==> config.mk <==
export PLATFORM = sky130hd
export DESIGN_NAME = line_follow_steering
export DESIGN_NICKNAME = d
export VERILOG_FILES = /design/src/lfs_pkg.sv /design/src/lfs_seq.sv /design/src/lfs_dp.sv /design/src/line_follow_steering.sv
export SDC_FILE = /design/constraint.sdc
export NUM_CORES = 1
export LEC_CHECK = 0
export BUFFER_PORTS_ARGS = -buffer_cell sky130_fd_sc_hd__buf_2
export CELL_PAD_IN_SITES_DETAIL_PLACEMENT = 0
export CELL_PAD_IN_SITES_GLOBAL_PLACEMENT = 1
export CORE_UTILIZATION = 50
export DETAILED_ROUTE_END_ITERATION = 8
export PLACE_DENSITY = 0.83
export SYNTH_ARGS = -nofsm -noshare
export SYNTH_HDL_FRONTEND = slang
export SYNTH_HIERARCHICAL = 1
export SYNTH_SLANG_ARGS = --single-unit
export TNS_END_PERCENT = 30
==> constraint.sdc <==
create_clock -name clk -period 13 [get_ports clk]
set_input_delay 0.65 -clock clk [delete_from_list [all_inputs] [get_ports clk]]
set_output_delay 0.65 -clock clk [all_outputs]
set_load 0.01 [all_outputs]
==> src/lfs_pkg.sv <==
// lfs_pkg: shared types, constants and the microcode program of the line follower.
// Used by lfs_seq, lfs_dp and line_follow_steering; depends on nothing else.
package lfs_pkg;

	localparam int NUM_SENSORS = 10;
	localparam int ERR_W       = 5;
	localparam int SPEED_W     = 14;
	localparam int STEER_W     = 15;
	localparam int GAIN_W      = 16;
	localparam int INTEG_W     = 8;
	localparam int MULB_W      = 9;
	localparam int PROD_W      = GAIN_W + MULB_W;
	localparam int ACC_W       = 27;
	localparam int DIV_STEPS   = 6;
	localparam int IN_W        = 16;
	localparam int OUT_W       = 48;

	// sensor weight by input bit, bit 9 is the leftmost sensor
	localparam logic signed [ERR_W-1:0] WEIGHT [NUM_SENSORS] = '{
		5'sd11, 5'sd9, 5'sd7, 5'sd5, 5'sd1, -5'sd2, -5'sd7, -5'sd9, -5'sd11, -5'sd13
	};

	localparam logic signed [ERR_W-1:0]   LOST_ERR    = 5'sd13;
	localparam logic signed [ERR_W-1:0]   SHARP_ERR   = -5'sd8;
	localparam logic signed [INTEG_W:0]   INTEG_MAX   = 9'sd100;
	localparam logic [SPEED_W-1:0]        SHARP_LEFT  = 14'd1700;
	localparam logic [SPEED_W-1:0]        SHARP_RIGHT = 14'd500;

	// configuration register indexes
	localparam logic [2:0] REG_GAIN_P      = 3'd0;
	localparam logic [2:0] REG_GAIN_I      = 3'd1;
	localparam logic [2:0] REG_GAIN_D      = 3'd2;
	localparam logic [2:0] REG_PID_LIMIT   = 3'd3;
	localparam logic [2:0] REG_LEFT_BASE   = 3'd4;
	localparam logic [2:0] REG_RIGHT_BASE  = 3'd5;
	localparam logic [2:0] REG_SPEED_FLOOR = 3'd6;
	localparam logic [2:0] REG_SPEED_CEIL  = 3'd7;

	typedef enum logic [3:0] {
		OP_NOP,
		OP_PREP,
		OP_DIV,
		OP_DIVFIN,
		OP_LOST,
		OP_MUL_P,
		OP_INTEG,
		OP_MUL_I,
		OP_MUL_D,
		OP_ACCD,
		OP_LIMIT,
		OP_MIX,
		OP_SHARP,
		OP_DONE
	} op_t;

	typedef enum logic [2:0] {
		COND_NEXT,
		COND_ALWAYS,
		COND_ALL_ACTIVE,
		COND_DIV_MORE,
		COND_SHARP
	} cond_t;

	typedef logic [3:0] pc_t;

	localparam pc_t STEP_PREP   = 4'd0;
	localparam pc_t STEP_DIV    = 4'd1;
	localparam pc_t STEP_DIVFIN = 4'd2;
	localparam pc_t STEP_LOST   = 4'd3;
	localparam pc_t STEP_MUL_P  = 4'd4;
	localparam pc_t STEP_INTEG  = 4'd5;
	localparam pc_t STEP_MUL_I  = 4'd6;
	localparam pc_t STEP_MUL_D  = 4'd7;
	localparam pc_t STEP_ACCD   = 4'd8;
	localparam pc_t STEP_LIMIT  = 4'd9;
	localparam pc_t STEP_MIX    = 4'd10;
	localparam pc_t STEP_SHARP  = 4'd11;
	localparam pc_t STEP_DONE   = 4'd12;

	typedef struct packed {
		op_t   op;
		cond_t cond;
		pc_t   target;
		logic  last;
	} ucode_t;

	typedef struct packed {
		logic load;
		op_t  op;
	} ctrl_t;

	typedef struct packed {
		logic all_active;
		logic div_more;
		logic sharp;
		logic out_hold;
	} flags_t;

	function automatic ucode_t ucode_rom(input pc_t pc);
		ucode_t w;
		case (pc)
			STEP_PREP:   w = '{OP_PREP,   COND_ALL_ACTIVE, STEP_LOST,  1'b0};
			STEP_DIV:    w = '{OP_DIV,    COND_DIV_MORE,   STEP_DIV,   1'b0};
			STEP_DIVFIN: w = '{OP_DIVFIN, COND_ALWAYS,     STEP_MUL_P, 1'b0};
			STEP_LOST:   w = '{OP_LOST,   COND_NEXT,       STEP_PREP,  1'b0};
			STEP_MUL_P:  w = '{OP_MUL_P,  COND_SHARP,      STEP_SHARP, 1'b0};
			STEP_INTEG:  w = '{OP_INTEG,  COND_NEXT,       STEP_PREP,  1'b0};
			STEP_MUL_I:  w = '{OP_MUL_I,  COND_NEXT,       STEP_PREP,  1'b0};
			STEP_MUL_D:  w = '{OP_MUL_D,  COND_NEXT,       STEP_PREP,  1'b0};
			STEP_ACCD:   w = '{OP_ACCD,   COND_NEXT,       STEP_PREP,  1'b0};
			STEP_LIMIT:  w = '{OP_LIMIT,  COND_NEXT,       STEP_PREP,  1'b0};
			STEP_MIX:    w = '{OP_MIX,    COND_ALWAYS,     STEP_DONE,  1'b0};
			STEP_SHARP:  w = '{OP_SHARP,  COND_NEXT,       STEP_PREP,  1'b0};
			STEP_DONE:   w = '{OP_DONE,   COND_NEXT,       STEP_PREP,  1'b1};
			default:     w = '{OP_NOP,    COND_ALWAYS,     STEP_DONE,  1'b0};
		endcase
		return w;
	endfunction

endpackage

==> src/lfs_seq.sv <==
// lfs_seq: step counter and microcode fetch for the line follower.
// Depends on lfs_pkg; drives the datapath lfs_dp through ctrl_t.
module lfs_seq
	import lfs_pkg::*;
(
	input  logic   clk,
	input  logic   arst_n,
	input  logic   in_valid,
	output logic   in_ready,
	input  flags_t flags,
	output ctrl_t  ctrl
);

	logic   busy_q;
	pc_t    pc_q;
	ucode_t word;
	logic   take;

	assign word     = ucode_rom(pc_q);
	assign in_ready = !busy_q;
	assign ctrl.load = in_valid && !busy_q;
	assign ctrl.op   = busy_q ? word.op : OP_NOP;

	always_comb begin
		case (word.cond)
			COND_ALWAYS:     take = 1'b1;
			COND_ALL_ACTIVE: take = flags.all_active;
			COND_DIV_MORE:   take = flags.div_more;
			COND_SHARP:      take = flags.sharp;
			default:         take = 1'b0;
		endcase
	end

	always_ff @(posedge clk or negedge arst_n) begin
		if (!arst_n) begin
			busy_q <= 1'b0;
			pc_q   <= STEP_PREP;
		end else if (ctrl.load) begin
			busy_q <= 1'b1;
			pc_q   <= STEP_PREP;
		end else if (busy_q) begin
			if (word.last) begin
				if (!flags.out_hold)
					busy_q <= 1'b0;
			end else if (take) begin
				pc_q <= word.target;
			end else begin
				pc_q <= pc_q + 4'd1;
			end
		end
	end

`ifndef SYNTH
	a_load_starts: assert property (@(posedge clk) disable iff (!arst_n)
		ctrl.load |=> busy_q && pc_q == STEP_PREP)
		else $error("request did not start program");
	a_pc_range: assert property (@(posedge clk) disable iff (!arst_n)
		busy_q |-> pc_q <= STEP_DONE)
		else $error("step counter out of program");
	a_done_stall: assert property (@(posedge clk) disable iff (!arst_n)
		busy_q && word.last && flags.out_hold |=> busy_q && $stable(pc_q))
		else $error("finished without free output slot");
`endif

endmodule

==> src/lfs_dp.sv <==
// lfs_dp: datapath of the line follower: config registers, centroid divider,
// shared multiplier, PID state, speed mixing and the output register. Uses lfs_pkg.
module lfs_dp
	import lfs_pkg::*;
#(
	parameter bit SENSOR_ACTIVE_HIGH = 1'b1,
	parameter bit LOST_FOLLOW_LAST   = 1'b1
) (
	input  logic                clk,
	input  logic                arst_n,
	input  ctrl_t               ctrl,
	output flags_t              flags,
	input  logic [NUM_SENSORS-1:0] sensor_levels,
	input  logic                cfg_we,
	input  logic [2:0]          cfg_index,
	input  logic [GAIN_W-1:0]   cfg_data,
	output logic                out_valid,
	input  logic                out_ready,
	output logic [OUT_W-1:0]    out_data,
	output logic                out_sharp
);

	logic signed [GAIN_W-1:0]  gain_p_q, gain_i_q, gain_d_q;
	logic [SPEED_W-1:0]        pid_limit_q, left_base_q, right_base_q, floor_q, ceil_q;

	logic [NUM_SENSORS-1:0]    sample_q;
	logic signed [INTEG_W-1:0] integ_q;
	logic signed [ERR_W-1:0]   prev_q, err_q;
	logic [5:0]                quo_q;
	logic [3:0]                rem_q, div_q;
	logic [2:0]                div_cnt_q;
	logic                      neg_q;
	logic signed [PROD_W-1:0]  prod_q;
	logic signed [ACC_W-1:0]   acc_q;
	logic signed [STEER_W-1:0] steer_q;
	logic [SPEED_W-1:0]        left_q, right_q;
	logic                      sharp_q;
	logic                      out_valid_q;
	logic                      out_sharp_q;
	logic [OUT_W-1:0]          out_data_q;

	logic [NUM_SENSORS-1:0]    active;
	logic signed [6:0]         wsum;
	logic [3:0]                count;
	logic [6:0]                wmag;
	logic [4:0]                dshift;
	logic                      dge;
	logic signed [GAIN_W-1:0]  mul_a;
	logic signed [MULB_W-1:0]  mul_b;
	logic signed [PROD_W-1:0]  prod_d;
	logic signed [5:0]         err_diff;
	logic signed [INTEG_W:0]   integ_sum;
	logic signed [ACC_W-1:0]   lim_pos, lim_neg, acc_adj, acc_shr;
	logic signed [16:0]        mix_l, mix_r;
	logic signed [16:0]        floor_s, ceil_s;
	logic [SPEED_W-1:0]        left_d, right_d;
	logic                      fire;

	function automatic logic [NUM_SENSORS-1:0] sensor_levels_sel(
		input logic [NUM_SENSORS-1:0] s);
		return SENSOR_ACTIVE_HIGH ? s : ~s;
	endfunction

	assign active = sensor_levels_sel(sample_q);

	always_comb begin
		wsum  = '0;
		count = '0;
		for (int i = 0; i < NUM_SENSORS; i++) begin
			if (active[i]) begin
				wsum  = wsum + 7'(WEIGHT[i]);
				count = count + 4'd1;
			end
		end
	end

	assign wmag   = wsum[6] ? 7'(-wsum) : 7'(wsum);
	assign dshift = {rem_q, quo_q[5]};
	assign dge    = dshift >= {1'b0, div_q};

	assign err_diff = 6'(err_q) - 6'(prev_q);

	always_comb begin
		case (ctrl.op)
			OP_MUL_I: begin
				mul_a = gain_i_q;
				mul_b = MULB_W'(integ_q);
			end
			OP_MUL_D: begin
				mul_a = gain_d_q;
				mul_b = MULB_W'(err_diff);
			end
			default: begin
				mul_a = gain_p_q;
				mul_b = MULB_W'(err_q);
			end
		endcase
	end

	assign prod_d    = mul_a * mul_b;
	assign integ_sum = (INTEG_W+1)'(integ_q) + (INTEG_W+1)'(err_q);

	assign lim_pos = $signed({5'd0, pid_limit_q, 8'd0});
	assign lim_neg = -lim_pos;
	assign acc_adj = acc_q + (acc_q[ACC_W-1] ? 27'sd255 : 27'sd0);
	assign acc_shr = acc_adj >>> 8;

	assign floor_s = $signed({3'd0, floor_q});
	assign ceil_s  = $signed({3'd0, ceil_q});
	assign mix_l   = $signed({3'd0, left_base_q}) - 17'(steer_q);
	assign mix_r   = $signed({3'd0, right_base_q}) + 17'(steer_q);

	always_comb begin
		if (mix_l > ceil_s)
			left_d = ceil_q;
		else if (mix_l < floor_s)
			left_d = floor_q;
		else
			left_d = mix_l[SPEED_W-1:0];
		if (mix_r > ceil_s)
			right_d = ceil_q;
		else if (mix_r < floor_s)
			right_d = floor_q;
		else
			right_d = mix_r[SPEED_W-1:0];
	end

	assign fire = (ctrl.op == OP_DONE) && !flags.out_hold;

	assign flags.all_active = count == 4'(NUM_SENSORS);
	assign flags.div_more   = div_cnt_q != 3'(DIV_STEPS - 1);
	assign flags.sharp      = err_q <= SHARP_ERR;
	assign flags.out_hold   = out_valid_q && !out_ready;

	// payload registers
	always_ff @(posedge clk) begin
		if (ctrl.load)
			sample_q <= sensor_levels;
		case (ctrl.op)
			OP_PREP: begin
				quo_q     <= wmag[5:0];
				neg_q     <= wsum[6];
				div_q     <= (count == 4'd0) ? 4'd1 : count;
				rem_q     <= '0;
				div_cnt_q <= '0;
				sharp_q   <= 1'b0;
			end
			OP_DIV: begin
				rem_q     <= dge ? 4'(dshift - {1'b0, div_q}) : dshift[3:0];
				quo_q     <= {quo_q[4:0], dge};
				div_cnt_q <= div_cnt_q + 3'd1;
			end
			OP_DIVFIN: err_q <= neg_q ? -$signed(quo_q[4:0]) : $signed(quo_q[4:0]);
			OP_LOST: begin
				if (!LOST_FOLLOW_LAST || prev_q == '0)
					err_q <= '0;
				else if (prev_q > 0)
					err_q <= -LOST_ERR;
				else
					err_q <= LOST_ERR;
			end
			OP_MUL_P: begin
				prod_q <= prod_d;
				acc_q  <= '0;
			end
			OP_MUL_I, OP_MUL_D: begin
				prod_q <= prod_d;
				acc_q  <= acc_q + ACC_W'(prod_q);
			end
			OP_ACCD: acc_q <= acc_q + ACC_W'(prod_q);
			OP_LIMIT: begin
				if (acc_q > lim_pos)
					steer_q <= $signed({1'b0, pid_limit_q});
				else if (acc_q < lim_neg)
					steer_q <= -$signed({1'b0, pid_limit_q});
				else
					steer_q <= acc_shr[STEER_W-1:0];
			end
			OP_MIX: begin
				left_q  <= left_d;
				right_q <= right_d;
			end
			OP_SHARP: begin
				steer_q <= '0;
				left_q  <= SHARP_LEFT;
				right_q <= SHARP_RIGHT;
				sharp_q <= 1'b1;
			end
			default: ;
		endcase
		if (fire) begin
			out_data_q  <= {right_q, left_q, steer_q, err_q};
			out_sharp_q <= sharp_q;
		end
	end

	// config, PID state and output valid
	always_ff @(posedge clk or negedge arst_n) begin
		if (!arst_n) begin
			gain_p_q     <= '0;
			gain_i_q     <= '0;
			gain_d_q     <= '0;
			pid_limit_q  <= 14'd1000;
			left_base_q  <= 14'd3000;
			right_base_q <= 14'd3000;
			floor_q      <= 14'd0;
			ceil_q       <= 14'd10000;
			integ_q      <= '0;
			prev_q       <= '0;
			out_valid_q  <= 1'b0;
		end else begin
			if (cfg_we) begin
				case (cfg_index)
					REG_GAIN_P:      gain_p_q     <= cfg_data;
					REG_GAIN_I:      gain_i_q     <= cfg_data;
					REG_GAIN_D:      gain_d_q     <= cfg_data;
					REG_PID_LIMIT:   pid_limit_q  <= cfg_data[SPEED_W-1:0];
					REG_LEFT_BASE:   left_base_q  <= cfg_data[SPEED_W-1:0];
					REG_RIGHT_BASE:  right_base_q <= cfg_data[SPEED_W-1:0];
					REG_SPEED_FLOOR: floor_q      <= cfg_data[SPEED_W-1:0];
					default:         ceil_q       <= cfg_data[SPEED_W-1:0];
				endcase
			end
			if (ctrl.op == OP_INTEG) begin
				if (integ_sum > INTEG_MAX)
					integ_q <= INTEG_MAX[INTEG_W-1:0];
				else if (integ_sum < -INTEG_MAX)
					integ_q <= 8'(-INTEG_MAX);
				else
					integ_q <= integ_sum[INTEG_W-1:0];
			end
			if (ctrl.op == OP_MUL_D)
				prev_q <= err_q;
			if (fire)
				out_valid_q <= 1'b1;
			else if (out_ready)
				out_valid_q <= 1'b0;
		end
	end

	assign out_valid = out_valid_q;
	assign out_data  = out_data_q;
	assign out_sharp = out_sharp_q;

`ifndef SYNTH
	a_integ_bound: assert property (@(posedge clk) disable iff (!arst_n)
		integ_q <= 8'sd100 && integ_q >= -8'sd100)
		else $error("integral out of bound");
	a_prev_bound: assert property (@(posedge clk) disable iff (!arst_n)
		prev_q <= LOST_ERR && prev_q >= -LOST_ERR)
		else $error("previous error out of range");
	a_out_drop: assert property (@(posedge clk) disable iff (!arst_n)
		$fell(out_valid_q) |-> $past(out_ready))
		else $error("result dropped before taken");
`endif

endmodule

==> src/line_follow_steering.sv <==
// line_follow_steering: top level of the line follower with PID steering.
// Instantiates lfs_seq (microcode sequencer) and lfs_dp (datapath); uses lfs_pkg.
//
// channel   dir  handshake                    payload
// s_axis    in   s_axis_tvalid/s_axis_tready  tdata[9:0] sensor_levels
// m_axis    out  m_axis_tvalid/m_axis_tready  tdata error/steer/left/right, tuser sharp
// cfg       in   cfg_we                       cfg_index, cfg_data
//
// One request keeps the program busy through the centroid divider loop and the PID steps
// on the PID path, or through the divider and the sharp-turn step on the sharp-turn path;
// a lost line skips the divider. Both paths are set by the microcode program.
// The next request is taken the cycle after the last step; the result register may
// still be waiting. The final step stalls while the result register is held.
// Reset is asynchronous; no clearing pass is needed.
module line_follow_steering
	import lfs_pkg::*;
#(
	parameter bit SENSOR_ACTIVE_HIGH = 1'b1,
	parameter bit LOST_FOLLOW_LAST   = 1'b1
) (
	input  logic             clk,
	input  logic             arst_n,
	input  logic             s_axis_tvalid,
	output logic             s_axis_tready,
	input  logic [IN_W-1:0]  s_axis_tdata,  // [9:0] sensor_levels, rest zero
	output logic             m_axis_tvalid,
	input  logic             m_axis_tready,
	output logic [OUT_W-1:0] m_axis_tdata,  // [4:0] line_error, [19:5] steer_value,
	                                        // [33:20] left_wheel, [47:34] right_wheel
	output logic             m_axis_tuser,  // [0] sharp_turn
	input  logic             cfg_we,
	input  logic [2:0]       cfg_index,
	input  logic [GAIN_W-1:0] cfg_data
);

	ctrl_t  ctrl;
	flags_t flags;

	lfs_seq u_seq (
		.clk      (clk),
		.arst_n   (arst_n),
		.in_valid (s_axis_tvalid),
		.in_ready (s_axis_tready),
		.flags    (flags),
		.ctrl     (ctrl)
	);

	lfs_dp #(
		.SENSOR_ACTIVE_HIGH (SENSOR_ACTIVE_HIGH),
		.LOST_FOLLOW_LAST   (LOST_FOLLOW_LAST)
	) u_dp (
		.clk           (clk),
		.arst_n        (arst_n),
		.ctrl          (ctrl),
		.flags         (flags),
		.sensor_levels (s_axis_tdata[NUM_SENSORS-1:0]),
		.cfg_we        (cfg_we),
		.cfg_index     (cfg_index),
		.cfg_data      (cfg_data),
		.out_valid     (m_axis_tvalid),
		.out_ready     (m_axis_tready),
		.out_data      (m_axis_tdata),
		.out_sharp     (m_axis_tuser)
	);

endmodule
# Word-level counts from Yosys, hierarchy flattened
# Memories as Yosys holds them, arrays and structs flattened.
# Cells that the tools add are included.
# classes
add_sub_neg	31
multipliers	1
n_lt_le_gt_ge	11
eq_ne	26
muxes	57
bitwise	1
reduce_logical	29
# op_table
op	n
4-bit 2-to-1 mux	16
7-bit 2-to-1 mux	9
14-bit 2-to-1 mux	4
14-bit one-hot mux with 2 select lines	2
27-bit one-hot mux with 2 select lines	1
4-bit by 1-bit adder with 4-bit output, second input constant	9
17-bit by 15-bit greater-than comparator with 1-bit output	2
17-bit by 15-bit < comparator with 1-bit output	2
16-bit one-hot mux with 2 select lines	1
15-bit 2-to-1 mux	2
15-bit one-hot mux with 2 select lines	1
4-bit equality test, second input constant	7
27-bit by 25-bit adder with 27-bit output	1
27-bit by 23-bit greater-than comparator with 1-bit output	1
27-bit < comparator	1
22-bit negation with 27-bit output	1
16-bit by 9-bit multiplier with 25-bit output	1
8-bit 2-to-1 mux	3
23-bit adder	1
7-bit by 4-bit adder with 7-bit output, second input constant	3
7-bit by 5-bit adder with 7-bit output, second input constant	3
9-bit one-hot mux with 2 select lines	1
2-bit AND reduction	9
15-bit by 15-bit adder with 16-bit output	1
other kinds (42)	74
# word_totals
reg_bits	315
rom_bits	192
input_bits	40
wordCells	185
mem_count	1
# mem_list
name	words	word_bits	read_ports	rd_ports_with_merged_regs	write_ports	line	rtl
(name not given)	16	12	1	0	0	lfs_pkg.sv:101	case (pc)

# Logic depth before layout (Yosys ltp)
# logic_depth
depth_word	25
depth_mapped	41
ltp_nobuf	38

# By module
# The synthesis kept the hierarchy.
# modules_own_cells
module	instances	cells_per_inst	area_each_um2
lfs_dp	1	2407	24633.6
lfs_seq	1	66	531.8

# Least setup slack after synthesis
# Ideal clock, no wire load.
# synth_timing
kind	reg-to-reg
from	register u_seq.pc_q[0]
to	register u_dp.prod_q[24] (data pin)
setup_time_ns	0.260
arrival_ns	8.290
required_ns	12.740
setup_slack_ns	4.450
stages_incl_launch_ff	40
cell_sequence	dfrtp_1 inv_1 ha_1 inv_1 mux2i_1 mux2i_1 nor2_1 clkbuf_1 nor2b_1 and3_1 clkbuf_1 nor2_1 nand2_1 o21ai_0 a21oi_1 clkbuf_1 nor2_1 fa_1 [4 not listed] fa_1 inv_1 fa_1 inv_1 ha_1 inv_1 o21ai_0 a21oi_1 o21ai_0 a21oi_1 o21ai_0 a21oi_1 o21ai_0 o311a_1 o41ai_1 o2111ai_1 a21oi_1 xnor2_1
# synth_lines
item	line	rtl
start: declaration	lfs_seq.sv:15	pc_t pc_q;
start signal: assignment	lfs_seq.sv:46	pc_q <= word.target;
start signal: assignment	lfs_seq.sv:48	pc_q <= pc_q + 4'd1;
end signal: assignment	lfs_dp.sv:163	prod_q <= prod_d;
end signal: assignment	lfs_dp.sv:167	prod_q <= prod_d;
end: declaration	lfs_dp.sv:33	logic signed [PROD_W-1:0] prod_q;

==> impl_metrics.tcl <==
set metrics [dict create \
    hold_viol 0 \
    antenna_found_initial 1 \
    io_buffers 84 \
    grtUsageTotal 0.242 \
    fin_area_um2 27700 \
    fillers 4345 \
    h-tree-depth 2 \
    synth_warnings 6 \
    ys_types 93 \
    fin_crit_ps 9800 \
    setup_viol 0 \
    core_area_um2 49300 \
    grt_max_degree 74 \
    ctsHoldBuffers 0 \
    cts_buffers 38 \
    dpl.cell_count 3176 \
    postCtsSetupBuffers 0 \
    maxSlewHeadroom 0.280 \
    final.setup_skew_ps 25.9 \
    hold_class "in -> async" \
    rsz0062_at_grt "false" \
    grt_overflow 0 \
    initial_core_util 0.511 \
    syn_area_um2 25200 \
    ys_ff_latch 315 \
    cap_violations 0 \
    drive_gt1_frac 0.143 \
    row_count 81 \
    crit_path_frequent_cell "inv_1" \
    ios 91 \
    worstPathRequired_ps 13280 \
    wl_per_cell_um 18.5 \
    grt_pass1_wl_um 97300 \
    crit_start "u_seq/pc_q[0]" \
    synth_seq_area_share 0.350 \
    via_per_inst 5.69 \
    clk_latency_ps 560 \
    ys_async_sr_fraction 0.435 \
    layout.nets 2963 \
    cts.repair.resized 0 \
    critPathCapture "u_dp/prod_q[24]" \
    synthCells 2473 \
    dpl_cell_area_um2 26400 \
    tightestPinTransition_ps 1070 \
    status "finished, final reports clean" \
    cts-root-buf "clkbuf_16" \
    cp_slowest_cell "a21oi_1" \
    die_x_um 226 \
    clockBufferDepth 3 \
    post-dp-hpwl_um 45400 \
    tritoncts "yes" \
    instances_no_fill 3248 \
    synth_nets 2884 \
    route.vias.total 18500 \
    timing.final.crit_share 0.754 \
    wl_um 60000 \
    synth_edf_count 178 \
    slew_violations 0 \
    clock_sinks 315 \
    synth_area_per_cell_um2 10.2 \
    r2r_start "u_seq/pc_q[0]" \
    synth_top_flop_cell "edfxtp_1" \
    cp-end-kind "flip-flop" \
    die-area_um2 51200 \
    crit_type "reg -> reg" \
    syn_to_final_growth_pct 9.93 \
    grt_pass1_vias 18600 \
    path_clk_slew_ps 60 \
    tns_ps 0 \
    worstReg2RegEnd "u_dp/prod_q[24]" \
    dr.pass1.iters 6 \
    mostFrequentLayoutCells "245 x ha_1, 233 x inv_1, 227 x nor2_1, 189 x nand2_1, 178 x edfxtp_1" \
    r2r_slack_ps 3200 \
    detail-route-antenna-nets 0 \
    final_common_cell "ha_1" \
    startpoint_type "flip-flop" \
    crit_fanout 27 \
    reg2regPathDepth 35 \
    drt_iter0_drc 1140 \
    max_stage_delay_ps 640 \
    cp.arrival_ps 10090 \
    die_h_um 226 \
    fmax_ghz 0.102 \
    drc 0 \
    gp_congestion 0.911 \
]
[per-layer routing]
metal | GRT usage | vias to the layer above | wire (µm)
met5 | 0 | - | 0
met4 | 0.0695 | 0 | 1480
met3 | 0.0316 | 91 | 2950
met2 | 0.395 | 445 | 27900
met1 | 0.336 | 9083 | 27700
li1 | - | 8852 | -
[per-stage QoR]
stage / setup slack, ps / utilization / hold WS, ps
2_1_floorplan: 4450 / - / 354
3_3_place_gp: 3300 / 0.536 / 401
3_5_place_dp: 3180 / 0.536 / 405
4_1_cts: 3160 / 0.562 / 134
5_1_grt: 2350 / 0.562 / 165
6_report: 3200 / 0.562 / 136
[cell families (layout without fill, tap and decap cells)]
kind of cell | Yosys count | after routing | share of synthesized area
buffers and inverters | 305 | 414 | 0.0461
muxes | 157 | 157 | 0.0694
and+or+nand+nor | 681 | 681 | 0.128
other | 0 | 2 | 0
xor gates and xnor gates | 157 | 157 | 0.0586
DFF | 315 | 315 | 0.350
adders and majority gates | 371 | 371 | 0.222
AOI/OAI and AO/OA | 487 | 487 | 0.126
[synthesized netlist by cell type, drive strengths merged, types with 31 or more instances]
library cell | number | share of area
ha | 245 | 0.12
inv | 233 | 0.035
nor2 | 228 | 0.034
nand2 | 189 | 0.028
edfxtp | 178 | 0.21
a21oi | 140 | 0.028
mux2 | 127 | 0.057
fa | 126 | 0.10
dfrtp | 112 | 0.11
xnor2 | 108 | 0.038
o21ai | 99 | 0.020
clkbuf | 62 | 0.0092
a21o | 46 | 0.014
nor3 | 46 | 0.0093
xor2 | 43 | 0.015
nand3 | 36 | 0.0072
o21a | 34 | 0.010
and2 | 31 | 0.0080
[state kept, by name, summed over array words and instances, names as in the netlist, 3 cells and up]
name               count
u_seq/pc_q             4
u_dp/gain_i_q         16
u_dp/floor_q          14
u_dp/rem_q             4
u_dp/div_cnt_q         3
u_dp/active           10
u_dp/div_q             4
u_dp/left_base_q      14
u_dp/left_q           14
u_dp/ceil_q           14
u_dp/right_q          14
u_dp/prev_q            5
u_dp/steer_q          15
u_dp/integ_q           8
u_dp/pid_limit_q      14
u_dp/prod_q           25
u_dp/quo_q             6
u_dp/right_base_q     14
u_dp/gain_d_q         16
u_dp/acc_q            27
u_dp/out_data         48
u_dp/err_q             5
u_dp/gain_p_q         16
[how the worst min path moves through the flow]
stage                          startpoint  slack (ps)  cells after the start             endpoint
final                              arst_n         140                      1  u_dp/left_base_q[6]
after global routing               arst_n         160                      1  u_dp/left_base_q[6]
after CTS                          arst_n         130                      1       u_dp/ceil_q[2]
after detailed placement  u_dp/right_q[4]         400                      0    u_dp/out_data[38]
after global placement    u_dp/right_q[4]         400                      0    u_dp/out_data[38]
after floorplan                    arst_n         350                      0       u_dp/ceil_q[0]
[cell type report]
cell class	count	area, µm²	share of cell area
antenna	2	5.00	0.000181
clock buffer	51	1090	0.0395
clock inverter	19	189	0.00683
inverter	236	886	0.0320
multi-input combinational	1853	15200	0.551
sequential	315	8800	0.318
tap	664	831	0.0300
timing repair buffer	108	607	0.0219
[critical path, delay by kind of cell (launching register included)]
kind	cells	cell delay, ps
muxes	2	230
buffers and inverters	8	1000
DFF	1	460
AOI/OAI and AO/OA	12	3040
xor gates and xnor gates	1	80
and+or+nand+nor	5	1450
adders and majority gates	7	3250
Power is left out: the tool's default activity adds up to more than one toggle a clock period on the data nets, which glitch-free logic cannot reach.
